`src/rtl/core/rgb_color_sequence_fader_core_defines.svh`:
```
// assertion macros for the rgb color sequence fader core
// needs a clock named aclk and an active-low reset named aresetn in the using scope
`ifndef RGB_COLOR_SEQUENCE_FADER_CORE_DEFINES_SVH
`define RGB_COLOR_SEQUENCE_FADER_CORE_DEFINES_SVH

`ifndef SYNTHESIS
`define RGBF_ASSERT_IMPL(label, ante, cons) \
    label: assert property (@(posedge aclk) disable iff (!aresetn) (ante) |-> (cons)) \
        else $error("fader assertion failed");
`define RGBF_ASSERT_NEXT(label, ante, cons) \
    label: assert property (@(posedge aclk) disable iff (!aresetn) (ante) |=> (cons)) \
        else $error("fader assertion failed");
`else
`define RGBF_ASSERT_IMPL(label, ante, cons)
`define RGBF_ASSERT_NEXT(label, ante, cons)
`endif

`endif

```
`src/rtl/core/rgbf_pkg.sv`:
```
// shared types, constants and codes of the rgb color sequence fader
// no dependencies
package rgbf_pkg;

    localparam int MAX_COLORS = 16;
    localparam int IDX_W      = $clog2(MAX_COLORS);
    localparam int CNT_W      = $clog2(MAX_COLORS + 1);
    localparam int LVL_W      = 8;
    localparam int DUR_W      = 16;
    localparam int CHANNELS   = 3;
    localparam int COLOR_W    = CHANNELS * LVL_W;
    localparam int ENTRY_W    = COLOR_W + DUR_W;
    localparam int PROD_W     = LVL_W + DUR_W;
    localparam int APB_ADDR_W = 3;
    localparam int APB_DATA_W = 32;
    localparam int CC_W       = 5;

    localparam logic [LVL_W-1:0] LVL_MAX = 8'hFF;

    localparam logic [1:0] CMD_TICK  = 2'd0;
    localparam logic [1:0] CMD_WRITE = 2'd1;
    localparam logic [1:0] CMD_START = 2'd2;

    localparam logic REG_COLOR_COUNT = 1'b0;
    localparam logic REG_ONE_SHOT    = 1'b1;

    typedef struct packed {
        logic [1:0]       cmd;
        logic [3:0]       entry_index;
        logic [LVL_W-1:0] red_value;
        logic [LVL_W-1:0] green_value;
        logic [LVL_W-1:0] blue_value;
        logic [DUR_W-1:0] duration_ticks;
    } in_item_t;

    typedef struct packed {
        logic [LVL_W-1:0] red_duty;
        logic [LVL_W-1:0] green_duty;
        logic [LVL_W-1:0] blue_duty;
        logic [3:0]       segment_now;
        logic             still_running;
    } out_item_t;

    typedef struct packed {
        logic [CC_W-1:0] color_count;
        logic            one_shot;
    } cfg_t;

    typedef struct packed {
        logic busy;
        logic done;
    } div_stat_t;

    typedef enum logic [5:0] {
        ST_IDLE     = 6'b000001,
        ST_LOAD_A   = 6'b000010,
        ST_LOAD_B   = 6'b000100,
        ST_DIVIDE   = 6'b001000,
        ST_START_RD = 6'b010000,
        ST_EMIT     = 6'b100000
    } state_t;

endpackage

```
`src/rtl/core/rgbf_ram.sv`:
```
// generic simple dual-port ram with registered read
// no dependencies
module rgbf_ram #(
    parameter int WIDTH = 8,
    parameter int DEPTH = 16
) (
    input  logic                     aclk,
    input  logic                     we,
    input  logic [$clog2(DEPTH)-1:0] waddr,
    input  logic [WIDTH-1:0]         wdata,
    input  logic                     re,
    input  logic [$clog2(DEPTH)-1:0] raddr,
    output logic [WIDTH-1:0]         rdata
);

    logic [WIDTH-1:0] mem [DEPTH];

    always_ff @(posedge aclk) begin
        if (we) begin
            mem[waddr] <= wdata;
        end
        if (re) begin
            rdata <= mem[raddr];
        end
    end

endmodule

```
`src/rtl/core/rgbf_cfg.sv`:
```
// apb configuration registers: color count and one-shot mode
// depends on rgbf_pkg
module rgbf_cfg (
    input  logic                           aclk,
    input  logic                           aresetn,
    input  logic                           psel,
    input  logic                           penable,
    input  logic                           pwrite,
    input  logic [rgbf_pkg::APB_ADDR_W-1:0] paddr,
    input  logic [rgbf_pkg::APB_DATA_W-1:0] pwdata,
    output logic [rgbf_pkg::APB_DATA_W-1:0] prdata,
    output logic                           pready,
    output rgbf_pkg::cfg_t                 cfg
);
    import rgbf_pkg::*;

    logic [CC_W-1:0] color_count_reg;
    logic            one_shot_reg;
    logic            wr_en;

    assign pready = 1'b1;
    assign wr_en  = psel && penable && pwrite;

    always_ff @(posedge aclk) begin
        if (!aresetn) begin
            color_count_reg <= CC_W'(1);
            one_shot_reg    <= 1'b0;
        end else if (wr_en) begin
            unique case (paddr[2])
                REG_COLOR_COUNT: color_count_reg <= pwdata[CC_W-1:0];
                REG_ONE_SHOT:    one_shot_reg    <= pwdata[0];
                default: ;
            endcase
        end
    end

    always_comb begin
        unique case (paddr[2])
            REG_COLOR_COUNT: prdata = APB_DATA_W'(color_count_reg);
            REG_ONE_SHOT:    prdata = APB_DATA_W'(one_shot_reg);
            default:         prdata = '0;
        endcase
    end

    assign cfg.color_count = color_count_reg;
    assign cfg.one_shot    = one_shot_reg;

endmodule

```
`src/rtl/core/rgbf_div.sv`:
```
// three-lane restoring divider, one quotient bit per lane per cycle
// depends on rgbf_pkg
module rgbf_div (
    input  logic                        aclk,
    input  logic                        aresetn,
    input  logic                        start,
    input  logic [rgbf_pkg::DUR_W-1:0]  divisor,
    input  logic [rgbf_pkg::PROD_W-1:0] dividend [rgbf_pkg::CHANNELS],
    output logic [rgbf_pkg::PROD_W-1:0] quotient [rgbf_pkg::CHANNELS],
    output rgbf_pkg::div_stat_t         stat
);
    import rgbf_pkg::*;

    localparam int STEP_W = $clog2(PROD_W + 1);

    logic [STEP_W-1:0] cnt_reg;
    logic              done_reg;
    logic [DUR_W-1:0]  dvsr_reg;
    logic [PROD_W-1:0] dvd_reg  [CHANNELS];
    logic [DUR_W-1:0]  rem_reg  [CHANNELS];
    logic [PROD_W-1:0] dvd_next [CHANNELS];
    logic [DUR_W-1:0]  rem_next [CHANNELS];

    always_comb begin
        logic [DUR_W:0] shifted;
        logic           ge;
        for (int ch = 0; ch < CHANNELS; ch++) begin
            shifted      = {rem_reg[ch], dvd_reg[ch][PROD_W-1]};
            ge           = shifted >= {1'b0, dvsr_reg};
            rem_next[ch] = ge ? DUR_W'(shifted - {1'b0, dvsr_reg}) : shifted[DUR_W-1:0];
            dvd_next[ch] = {dvd_reg[ch][PROD_W-2:0], ge};
        end
    end

    always_ff @(posedge aclk) begin
        if (!aresetn) begin
            cnt_reg  <= '0;
            done_reg <= 1'b0;
        end else if (start) begin
            cnt_reg  <= STEP_W'(PROD_W);
            done_reg <= 1'b0;
        end else if (cnt_reg != '0) begin
            cnt_reg  <= cnt_reg - STEP_W'(1);
            done_reg <= cnt_reg == STEP_W'(1);
        end else begin
            done_reg <= 1'b0;
        end
    end

    always_ff @(posedge aclk) begin
        if (start) begin
            dvsr_reg <= divisor;
            for (int ch = 0; ch < CHANNELS; ch++) begin
                dvd_reg[ch] <= dividend[ch];
                rem_reg[ch] <= '0;
            end
        end else if (cnt_reg != '0) begin
            for (int ch = 0; ch < CHANNELS; ch++) begin
                dvd_reg[ch] <= dvd_next[ch];
                rem_reg[ch] <= rem_next[ch];
            end
        end
    end

    assign quotient  = dvd_reg;
    assign stat.busy = cnt_reg != '0;
    assign stat.done = done_reg;

endmodule

```
`src/rtl/core/rgb_color_sequence_fader_core.sv`:
```
// tick: two table reads (current and next entry), the 24-step divider, then the output
// register; start: one table read, then the output register; both wait while a result is held
// write: no result, new transfer the next cycle; one item at a time
// the next transfer is taken while a result waits at the output
// synchronous active-low reset clears segment, position, running flag and handshake
// state; table contents are undefined until written
`include "rgb_color_sequence_fader_core_defines.svh"
module rgb_color_sequence_fader_core (
    input  logic                            aclk,
    input  logic                            aresetn,
    input  logic                            s_valid,
    output logic                            s_ready,
    input  rgbf_pkg::in_item_t              s_data,
    output logic                            m_valid,
    input  logic                            m_ready,
    output rgbf_pkg::out_item_t             m_data,
    input  logic                            psel,
    input  logic                            penable,
    input  logic                            pwrite,
    input  logic [rgbf_pkg::APB_ADDR_W-1:0] paddr,
    input  logic [rgbf_pkg::APB_DATA_W-1:0] pwdata,
    output logic [rgbf_pkg::APB_DATA_W-1:0] prdata,
    output logic                            pready
);
    import rgbf_pkg::*;

    cfg_t      cfg;
    div_stat_t div_stat;
    state_t    state_reg, state_next;

    logic [IDX_W-1:0]   seg_reg;
    logic [DUR_W-1:0]   pos_reg;
    logic               running_reg;
    logic               m_valid_reg;
    out_item_t          m_data_reg;

    logic [IDX_W-1:0]   seg_out_reg;
    logic [DUR_W-1:0]   pos_cur_reg;
    logic [DUR_W-1:0]   dur_reg;
    logic [COLOR_W-1:0] a_color_reg;
    logic               neg_reg [CHANNELS];
    logic [LVL_W-1:0]   res_lvl_reg [CHANNELS];

    logic               accept;
    logic               is_tick;
    logic               is_write;
    logic               is_start;
    logic               out_free;
    logic [CNT_W-1:0]   active_cnt;
    logic [CNT_W-1:0]   seg_plus;
    logic [IDX_W-1:0]   next_seg;
    logic [DUR_W-1:0]   dur_eff;
    logic [DUR_W-1:0]   pos_inc;
    logic               seg_end;

    logic               ram_we;
    logic               ram_re;
    logic [IDX_W-1:0]   ram_raddr;
    logic [ENTRY_W-1:0] ram_wdata;
    logic [ENTRY_W-1:0] ram_rdata;

    logic               div_start;
    logic [PROD_W-1:0]  dividend [CHANNELS];
    logic [PROD_W-1:0]  quotient [CHANNELS];
    logic               neg_now [CHANNELS];
    logic [LVL_W-1:0]   fin_lvl [CHANNELS];

    rgbf_cfg u_cfg (
        .aclk    (aclk),
        .aresetn (aresetn),
        .psel    (psel),
        .penable (penable),
        .pwrite  (pwrite),
        .paddr   (paddr),
        .pwdata  (pwdata),
        .prdata  (prdata),
        .pready  (pready),
        .cfg     (cfg)
    );

    assign s_ready  = state_reg == ST_IDLE;
    assign accept   = s_valid && s_ready;
    assign is_tick  = s_data.cmd == CMD_TICK;
    assign is_write = s_data.cmd == CMD_WRITE;
    assign is_start = s_data.cmd == CMD_START;
    assign out_free = !m_valid_reg || m_ready;

    always_comb begin
        if (cfg.color_count == '0) begin
            active_cnt = CNT_W'(1);
        end else if (32'(cfg.color_count) > MAX_COLORS) begin
            active_cnt = CNT_W'(MAX_COLORS);
        end else begin
            active_cnt = CNT_W'(cfg.color_count);
        end
    end

    assign seg_plus = CNT_W'(seg_reg) + CNT_W'(1);
    assign next_seg = (seg_plus >= active_cnt) ? '0 : IDX_W'(seg_plus);

    assign ram_we    = accept && is_write && (32'(s_data.entry_index) < MAX_COLORS);
    assign ram_wdata = {s_data.red_value, s_data.green_value, s_data.blue_value,
                        s_data.duration_ticks};
    assign ram_re    = (accept && (is_start || (is_tick && running_reg)))
                    || (state_reg == ST_LOAD_A);

    always_comb begin
        if (state_reg == ST_LOAD_A) begin
            ram_raddr = next_seg;
        end else if (is_start) begin
            ram_raddr = '0;
        end else begin
            ram_raddr = seg_reg;
        end
    end

    rgbf_ram #(
        .WIDTH (ENTRY_W),
        .DEPTH (MAX_COLORS)
    ) u_table (
        .aclk  (aclk),
        .we    (ram_we),
        .waddr (IDX_W'(s_data.entry_index)),
        .wdata (ram_wdata),
        .re    (ram_re),
        .raddr (ram_raddr),
        .rdata (ram_rdata)
    );

    assign dur_eff = (ram_rdata[DUR_W-1:0] == '0) ? DUR_W'(1) : ram_rdata[DUR_W-1:0];
    assign pos_inc = pos_reg + DUR_W'(1);
    assign seg_end = (pos_inc == '0) || (pos_inc >= dur_eff);

    always_comb begin
        logic [LVL_W-1:0] from_lvl;
        logic [LVL_W-1:0] to_lvl;
        logic [LVL_W-1:0] mag;
        for (int ch = 0; ch < CHANNELS; ch++) begin
            from_lvl     = a_color_reg[COLOR_W-1-ch*LVL_W -: LVL_W];
            to_lvl       = ram_rdata[ENTRY_W-1-ch*LVL_W -: LVL_W];
            neg_now[ch]  = to_lvl < from_lvl;
            mag          = neg_now[ch] ? from_lvl - to_lvl : to_lvl - from_lvl;
            dividend[ch] = PROD_W'(pos_cur_reg) * PROD_W'(mag);
        end
    end

    assign div_start = state_reg == ST_LOAD_B;

    rgbf_div u_div (
        .aclk     (aclk),
        .aresetn  (aresetn),
        .start    (div_start),
        .divisor  (dur_reg),
        .dividend (dividend),
        .quotient (quotient),
        .stat     (div_stat)
    );

    always_comb begin
        logic [LVL_W-1:0]  from_lvl;
        logic [PROD_W:0]   sum;
        for (int ch = 0; ch < CHANNELS; ch++) begin
            from_lvl = a_color_reg[COLOR_W-1-ch*LVL_W -: LVL_W];
            sum      = (PROD_W+1)'(quotient[ch]) + (PROD_W+1)'(from_lvl);
            if (neg_reg[ch]) begin
                fin_lvl[ch] = (quotient[ch] > PROD_W'(from_lvl))
                            ? '0 : LVL_W'(PROD_W'(from_lvl) - quotient[ch]);
            end else begin
                fin_lvl[ch] = (sum > (PROD_W+1)'(LVL_MAX)) ? LVL_MAX : LVL_W'(sum);
            end
        end
    end

    always_comb begin
        state_next = state_reg;
        unique case (state_reg)
            ST_IDLE: begin
                if (accept && is_start) begin
                    state_next = ST_START_RD;
                end else if (accept && is_tick && running_reg) begin
                    state_next = ST_LOAD_A;
                end
            end
            ST_LOAD_A:   state_next = ST_LOAD_B;
            ST_LOAD_B:   state_next = ST_DIVIDE;
            ST_DIVIDE: begin
                if (div_stat.done) begin
                    state_next = ST_EMIT;
                end
            end
            ST_START_RD: state_next = ST_EMIT;
            ST_EMIT: begin
                if (out_free) begin
                    state_next = ST_IDLE;
                end
            end
            default:     state_next = ST_IDLE;
        endcase
    end

    always_ff @(posedge aclk) begin
        if (!aresetn) begin
            state_reg   <= ST_IDLE;
            seg_reg     <= '0;
            pos_reg     <= '0;
            running_reg <= 1'b0;
            m_valid_reg <= 1'b0;
        end else begin
            state_reg <= state_next;
            if (state_reg == ST_IDLE && accept && is_start) begin
                seg_reg     <= '0;
                pos_reg     <= '0;
                running_reg <= 1'b1;
            end
            if (state_reg == ST_LOAD_A) begin
                if (seg_end) begin
                    seg_reg <= next_seg;
                    pos_reg <= '0;
                    if (cfg.one_shot) begin
                        running_reg <= 1'b0;
                    end
                end else begin
                    pos_reg <= pos_inc;
                end
            end
            if (state_reg == ST_EMIT && out_free) begin
                m_valid_reg <= 1'b1;
            end else if (m_ready) begin
                m_valid_reg <= 1'b0;
            end
        end
    end

    always_ff @(posedge aclk) begin
        if (state_reg == ST_IDLE) begin
            pos_cur_reg <= pos_reg;
            seg_out_reg <= seg_reg;
        end
        if (state_reg == ST_LOAD_A) begin
            a_color_reg <= ram_rdata[ENTRY_W-1:DUR_W];
            dur_reg     <= dur_eff;
        end
        if (state_reg == ST_LOAD_B) begin
            for (int ch = 0; ch < CHANNELS; ch++) begin
                neg_reg[ch] <= neg_now[ch];
            end
        end
        if (state_reg == ST_DIVIDE && div_stat.done) begin
            for (int ch = 0; ch < CHANNELS; ch++) begin
                res_lvl_reg[ch] <= fin_lvl[ch];
            end
        end
        if (state_reg == ST_START_RD) begin
            seg_out_reg <= '0;
            for (int ch = 0; ch < CHANNELS; ch++) begin
                res_lvl_reg[ch] <= ram_rdata[ENTRY_W-1-ch*LVL_W -: LVL_W];
            end
        end
        if (state_reg == ST_EMIT && out_free) begin
            m_data_reg.red_duty      <= res_lvl_reg[0];
            m_data_reg.green_duty    <= res_lvl_reg[1];
            m_data_reg.blue_duty     <= res_lvl_reg[2];
            m_data_reg.segment_now   <= 4'(seg_out_reg);
            m_data_reg.still_running <= running_reg;
        end
    end

    assign m_valid = m_valid_reg;
    assign m_data  = m_data_reg;

    `RGBF_ASSERT_IMPL(a_div_only_in_divide, div_stat.busy, state_reg == ST_DIVIDE)
    `RGBF_ASSERT_NEXT(a_emit_loads_output, (state_reg == ST_EMIT) && out_free, m_valid && s_ready)
    `RGBF_ASSERT_NEXT(a_start_resets_fade, accept && is_start,
        (state_reg == ST_START_RD) && running_reg && (seg_reg == '0) && (pos_reg == '0))

endmodule
```
`config.mk`:
```
export PLATFORM = sky130hd
export DESIGN_NAME = rgb_color_sequence_fader_core
export DESIGN_NICKNAME = d
export VERILOG_FILES = /design/src/rtl/core/rgbf_pkg.sv /design/src/rtl/core/rgbf_ram.sv /design/src/rtl/core/rgbf_cfg.sv /design/src/rtl/core/rgbf_div.sv /design/src/rtl/core/rgb_color_sequence_fader_core.sv
export VERILOG_INCLUDE_DIRS = /design/src /design/src/rtl/core
export SDC_FILE = /design/constraint.sdc
export NUM_CORES = 2
export LEC_CHECK = 0
export BUFFER_PORTS_ARGS = -buffer_cell sky130_fd_sc_hd__clkbuf_2
export CAP_MARGIN = 10
export CORE_UTILIZATION = 60
export CTS_CLUSTER_SIZE = 16
export DETAILED_ROUTE_END_ITERATION = 8
export PLACE_DENSITY = 0.77
export SKIP_LAST_GASP = 1
export SYNTH_ARGS = -nofsm -noshare
export SYNTH_HDL_FRONTEND = slang
export SYNTH_SLANG_ARGS = --single-unit
```
`constraint.sdc`:
```
create_clock -name aclk -period 12.7 [get_ports aclk]
set_input_delay 2.54 -clock aclk [delete_from_list [all_inputs] [get_ports aclk]]
set_output_delay 2.54 -clock aclk [all_outputs]
set_load 0.05 [all_outputs]
```
Word-level counts from Yosys, hierarchy flattened
Memory sizes are Yosys's and may differ from the RTL's. A register that Yosys moved wholly into a read port is not among the register bits. Index checks and enable logic that the tools add are counted.

Bits in registers: 193. Bits in writable memories: 715. Input port bits: 88. Output and inout port bits: 64. Memories kept: 4.

Memory list: u_table.mem (words 16, bits a word 40, read ports 1, clocked after memory_dff 1, wr ports 1, line rgbf_ram.sv:16) `logic [WIDTH-1:0] mem [DEPTH];`; u_div.rem_reg (words 3, bits a word 16, read ports 3, clocked after memory_dff 0, wr ports 3, line rgbf_div.sv:20) `logic [DUR_W-1:0] rem_reg [CHANNELS];`; res_lvl_reg (words 3, bits a word 8, read ports 3, clocked after memory_dff 3, wr ports 3, line rgb_color_sequence_fader_core.sv:42) `logic [LVL_W-1:0] res_lvl_reg [CHANNELS];`; neg_reg (words 3, bits a word 1, read ports 3, clocked after memory_dff 0, wr ports 3, line rgb_color_sequence_fader_core.sv:41) `logic neg_reg [CHANNELS];`.

$add $sub $neg: 18. $mul: 3. $lt $le $gt $ge: 15. Equality and inequality tests: 12. Muxes and demuxes: 60. Bitwise gates (word level): 9. Reductions and logical operators: 31.

Operators with widths (number): $mux 16 (10); $mux 72 (2); $mux 8 (15); $add 24x8->25 (3); $gt 25x8->1 const B (3); $gt 24x8->1 (3); $mul 16x8->24 (3); $sub 8x8->8 (9); $pmux 32 s2 (1); $ge 17x16->1 (3); $sub 16x16->16 (3); $pmux 6 s6 (1); $logic_not 16->1 (2); $lt 8x8->1 (3); $mux 4 (6); $mux 6 (4); $mux 5 (4); $mux 1 (17); $add 16x1->16 const B (1); $ge 16x16->1 (1); $logic_and 1x1->1 (13); $eq 6x1->1 const B (1); $eq 6x2->1 const B (1); $eq 6x3->1 const B (1); other kinds (25) (38).

Depth between registers and ports, before layout
Word-level depth: 8. Depth in mapped cells: 34. Gate-level depth less buffers: 33.

Modules after synthesis
A second synthesis with hierarchy kept.

Cell total of the unflattened synthesis: 4497. Area total of the unflattened synthesis: 58245.9 um^2.

By module, submodules not included: rgbf_ram (times used 1, cells each 1040, area each 25532.0 um^2, seq. area each 20419.6 um^2); rgb_color_sequence_fader_core (times used 1, cells each 2682, area each 23824.1 um^2, seq. area each 4003.8 um^2); rgbf_div (times used 1, cells each 711, area each 8355.5 um^2, seq. area each 4204.0 um^2); rgbf_cfg (times used 1, cells each 64, area each 534.3 um^2, seq. area each 120.1 um^2).

Least setup slack after synthesis
OpenSTA, ideal clock, no wires.

Path kind: register -> register. Start: reg a_color_reg[9]. End: reg u_div.dvd_reg, in the netlist u_div.quotient[46] (data pin). Arrival: 7.136 ns. Path slack: 5.301 ns. Stages on the path, launching flop included: 32. Path buffers: 2. Cells stage by stage: edfxtp_1 > inv_1 > fa_1 > a21o_1 > a21oi_1 > o21ai_1 > a31oi_1 > buf_4 > mux2i_1 > a221o_1 > a211oi_1 > nor2_1 > xor2_1 > clkbuf_1 > nand2_1 > fa_1 > fa_1 > inv_1 > fa_1 > inv_1 > fa_1 > inv_1 > ha_1 > or3_1 > o21ai_0 > or3_1 > a31oi_1 > a31oi_1 > o21ai_1 > o31ai_1 > xor2_1 > o21ai_1.

RTL lines: start: declaration (line rgb_color_sequence_fader_core.sv:40) `logic [COLOR_W-1:0] a_color_reg;`; start signal: assignment (line rgb_color_sequence_fader_core.sv:240) `a_color_reg <= ram_rdata[ENTRY_W-1:DUR_W];`; end signal: indexed assignment (line rgbf_div.sv:54) `dvd_reg[ch] <= dividend[ch];`; end signal: indexed assignment (line rgbf_div.sv:59) `dvd_reg[ch] <= dvd_next[ch];`; end: declaration (line rgbf_div.sv:19) `logic [PROD_W-1:0] dvd_reg [CHANNELS];`.

Final worst setup path
Start: reg u_table.rdata[16] (read register of u_table.mem). End: reg u_div.dvd_reg, in the netlist u_div.quotient[21] (data pin).

Cells in the longest elaborated chain, start to end: 4. Elaborated cells between the ends (all ways): 6.

Ends and longest elaborated chain: start: declaration (line rgbf_ram.sv:13) `output logic [WIDTH-1:0] rdata`; $sub 8x8->8 or $lt 8x8->1 (tied branches) (line rgb_color_sequence_fader_core.sv:142, rgb_color_sequence_fader_core.sv:141); $mux 8 * (line rgb_color_sequence_fader_core.sv:142) `mag = neg_now[ch] ? from_lvl - to_lvl : to_lvl - from_lvl;`; $mul 16x8->24 * (line rgb_color_sequence_fader_core.sv:143) `dividend[ch] = PROD_W'(pos_cur_reg) * PROD_W'(mag);`; $mux 72 * (line rgbf_div.sv:51) `if (start) begin`.

Mark *: on every way between the ends. The rest lies on a longest branch, timed or not. A chain may end at the register's enable or synchronous reset.

==> impl_results.md <==
* Slowest cell delay on critical path at 0.70 ns
* Chip width at 313 µm
* Slew headroom at 0.0984
* NumNets Final at 6140
* Setup TNS Final at 0 ns
* Top-area cell type share of the netlist area at 0.480
* Required time worst endpoint at about 13 ns
* Layout area overhead at 8.75%
* CTS Buf Count at 100
* Via count at 40.9k
* Pwr Density at 226 nW/µm²
* Max H-tree Level at 3
* Max Cap Viol at 0
* Worst-path fanout max at 16
* Starting DRC count in detailed routing at 4046
* Area of the mapped netlist at 58100 µm²
* Worst-Skew Late Latency at 0.71 ns
* Layout cell share with drive strength beyond 1 at 0.0688
* Netlist cell types at 92
* Routability cong. at 0.912
* Yosys warning count at 0
* Antenna violations before repair at 9
* Core area at roughly 95000 µm²
* Commonest cells in the synthesized netlist: edfxtp_1 (928), nand2_1 (904), nand3_1 (563), inv_1 (481), ha_1 (320)
* DIE HEIGHT at 313 µm
* Clock transition at path regs at 0.06 ns
* Crit path time final at around 8.8 ns
* Arr. time, crit path at 9.21 ns
* Max Clk Rate at 114 MHz
* Max Root-Sink Buffers at 3
* Cells resized by post-CTS repair at 0
* I/O pin count at 152
* Num Clock Sinks at 972
* Actual slew at the worst max-slew pin at ~1.4 ns
* Met3 routed WL at 10.4 mm
* DPL Wire Length at 90.1 mm
* Vias in the first global route at approximately 40k
* Fin crit share at 0.692
* Top FF cell, synth: edfxtp_1
* Buf/Inv on CP at 6
* WL met2 at ~70 mm
* DR DRC count at 0
* Initial DRT Pass Iterations at 6
* Most common cell in the netlist: edfxtp_1
* Sw Ratio at 0.402
* Synth area leader: edfxtp_1
* RSZ-0062 raised after global routing: false
* Multi-input logic area at 26600 µm²
* Register area at 28700 µm²
* CP endpoint kind: flop
* Maximum vdd drop at 197 µV
* Synthesized area per cell at 10.6 µm²
* Starting density of the core at 0.609
* CP Launch Type: flop
* Area contributors post-synth: edfxtp_1 (48%), fa_1 (9.2%), ha_1 (6.9%)
* Final Hold Viols at 0
* Status: complete, no violations
* EDFF count, synth at 928
* I/O Buffers at 94
* Final ANT Viol Nets at 0
* Total Wirelength at 142 mm
* Fillers at 7042
* Sequential area share after synthesis at 0.495
* Fin Hold WS at between 0.4 and 0.5 ns
* M1 WL at 56.7 mm
* First-pass GRT wire length at 223 mm
* Path type of the worst setup path: flop to flop
* Routed length per placed instance at 20.9 µm
* Cell family with the largest share of critical-path delay: compound AO/OA/AOI/OAI gates
* Pins Over Slew Limit at 0
* CTS tree: done
* Crit-path slowest cell: xnor2_2
* Skew final at 0.0662 ns
* Max FFs per register at 640
* Clock Power Share at 0.212
* Tot GR Track Use at 0.291
* Sw Pwr at 5.76 mW
* Post-synth ARST share at 0
* Clk root buf: clkbuf_16
* Sequential power share at 0.301
* Final setup fails at 0
* Synthesized instance count at 5461
* Top sig layer: met5
* Combinational share of power at 0.488
* Total gr overflow at 0
* Int Pwr at 8.54 mW
* Post-CTS Hold Fix Bufs at 0
* Synth Register Bits at 972
* Pin count of the biggest net entering global routing at between 150 and 200
* Via-to-Cell Ratio at between 5 and 6
* Hold WC Path Type: flop to flop
* Post-CTS Repair Setup Buffers at 0
* Pleak at 25.8 nW
* # rows at 113
* Full die area at between 90000 and 100000 µm²
==> cell type report <==
cell class,instances,share of cell area
multi-input combinational,3739,0.420
clock buffer,114,0.0404
tap,1265,0.0251
antenna,3,0.000119
clock inverter,74,0.0132
inverter,484,0.0288
timing repair buffer,168,0.0170
sequential,972,0.455
==> worst paths after layout <==
| kind | start | end | slack [ns] | cells past startpoint |
|---|---|---|---|---|
| setup / recovery | u_table.rdata[16] | u_div.quotient[21] | 3.91 | 31 |
| hold reg to reg | res_lvl_reg[0][0] | m_data[21] | 0.41 | 0 |
| hold / removal | res_lvl_reg[0][0] | m_data[21] | 0.41 | 0 |
| setup reg to reg | u_table.rdata[16] | u_div.quotient[21] | 3.91 | 31 |
==> metal layers <==
metal,GRT usage,vias up
li1,-,18900
met1,0.377,19900
met2,0.497,1712
met3,0.0443,343
met4,0.110,6
met5,0,-
==> cells in the final DEF, fill, tap and decap left out, types with 15 or more instances in the layout <==
| master | synthesis | final |
|---|---|---|
| a21o_1 | 68 | 68 |
| and3_1 | 19 | 19 |
| o31ai_1 | 38 | 37 |
| nor4_1 | 23 | 23 |
| clkinv_2 | 0 | 18 |
| edfxtp_1 | 928 | 928 |
| clkbuf_16 | 0 | 100 |
| nand2_1 | 904 | 902 |
| nor3_1 | 61 | 57 |
| buf_4 | 32 | 70 |
| a211oi_1 | 21 | 21 |
| nor2_4 | 0 | 16 |
| fa_1 | 267 | 267 |
| nand4_1 | 72 | 72 |
| a22oi_1 | 16 | 16 |
| nor2b_1 | 122 | 121 |
| clkinv_1 | 2 | 26 |
| mux2i_1 | 62 | 62 |
| a21oi_1 | 152 | 151 |
| or3_1 | 15 | 15 |
| ha_1 | 320 | 320 |
| o22ai_1 | 16 | 16 |
| clkbuf_2 | 1 | 94 |
| nand2b_1 | 35 | 35 |
| o21ai_1 | 21 | 20 |
| a31oi_1 | 21 | 20 |
| dfxtp_1 | 44 | 44 |
| o21ai_0 | 148 | 147 |
| conb_1 | 2 | 28 |
| nand3_1 | 563 | 563 |
| xor2_1 | 63 | 63 |
| nor2_1 | 177 | 160 |
| xnor2_1 | 71 | 71 |
| inv_1 | 481 | 480 |
| o21bai_1 | 17 | 16 |
| and2_1 | 246 | 246 |
==> power by group through the flow <==
stage	Sequential, mW	Combinational [mW]	Clock (mW)
2_1_floorplan	4.22	5.51	0
3_3_place_gp	4.34	6.72	0
3_5_place_dp	4.35	6.90	0
4_1_cts	4.29	6.96	3.05
5_1_grt	4.33	8.01	3.17
6_report	4.30	6.97	3.03
==> per-stage QoR <==
stage / utilization / std cells / setup WS, ns / power (mW) / area [µm²]
2_1_floorplan: - / 5487 / 5.30 / 9.73 / 58200
3_3_place_gp: 0.626 / 6626 / 4.27 / 11.1 / 59800
3_5_place_dp: 0.626 / 6626 / 4.05 / 11.2 / 59800
4_1_cts: 0.662 / 6814 / 4.00 / 14.3 / 63100
5_1_grt: 0.662 / 6817 / 3.38 / 15.5 / 63200
6_report: 0.662 / 6819 / 3.91 / 14.3 / 63200
==> logic make-up (layout without fill, tap and decap cells) <==
logic type / after synthesis / count (layout) / synth area share
flops: 972 / 972 / 0.495
xor+xnor: 137 / 137 / 0.0210
buf+inv: 776 / 840 / 0.0533
mux: 65 / 65 / 0.0113
fa+ha+maj: 587 / 587 / 0.161
compound gates: 630 / 630 / 0.0698
simple gates: 2292 / 2292 / 0.189
other cells: 2 / 31 / 0.000129
Note: power is estimated with default switching activity, not from simulation.
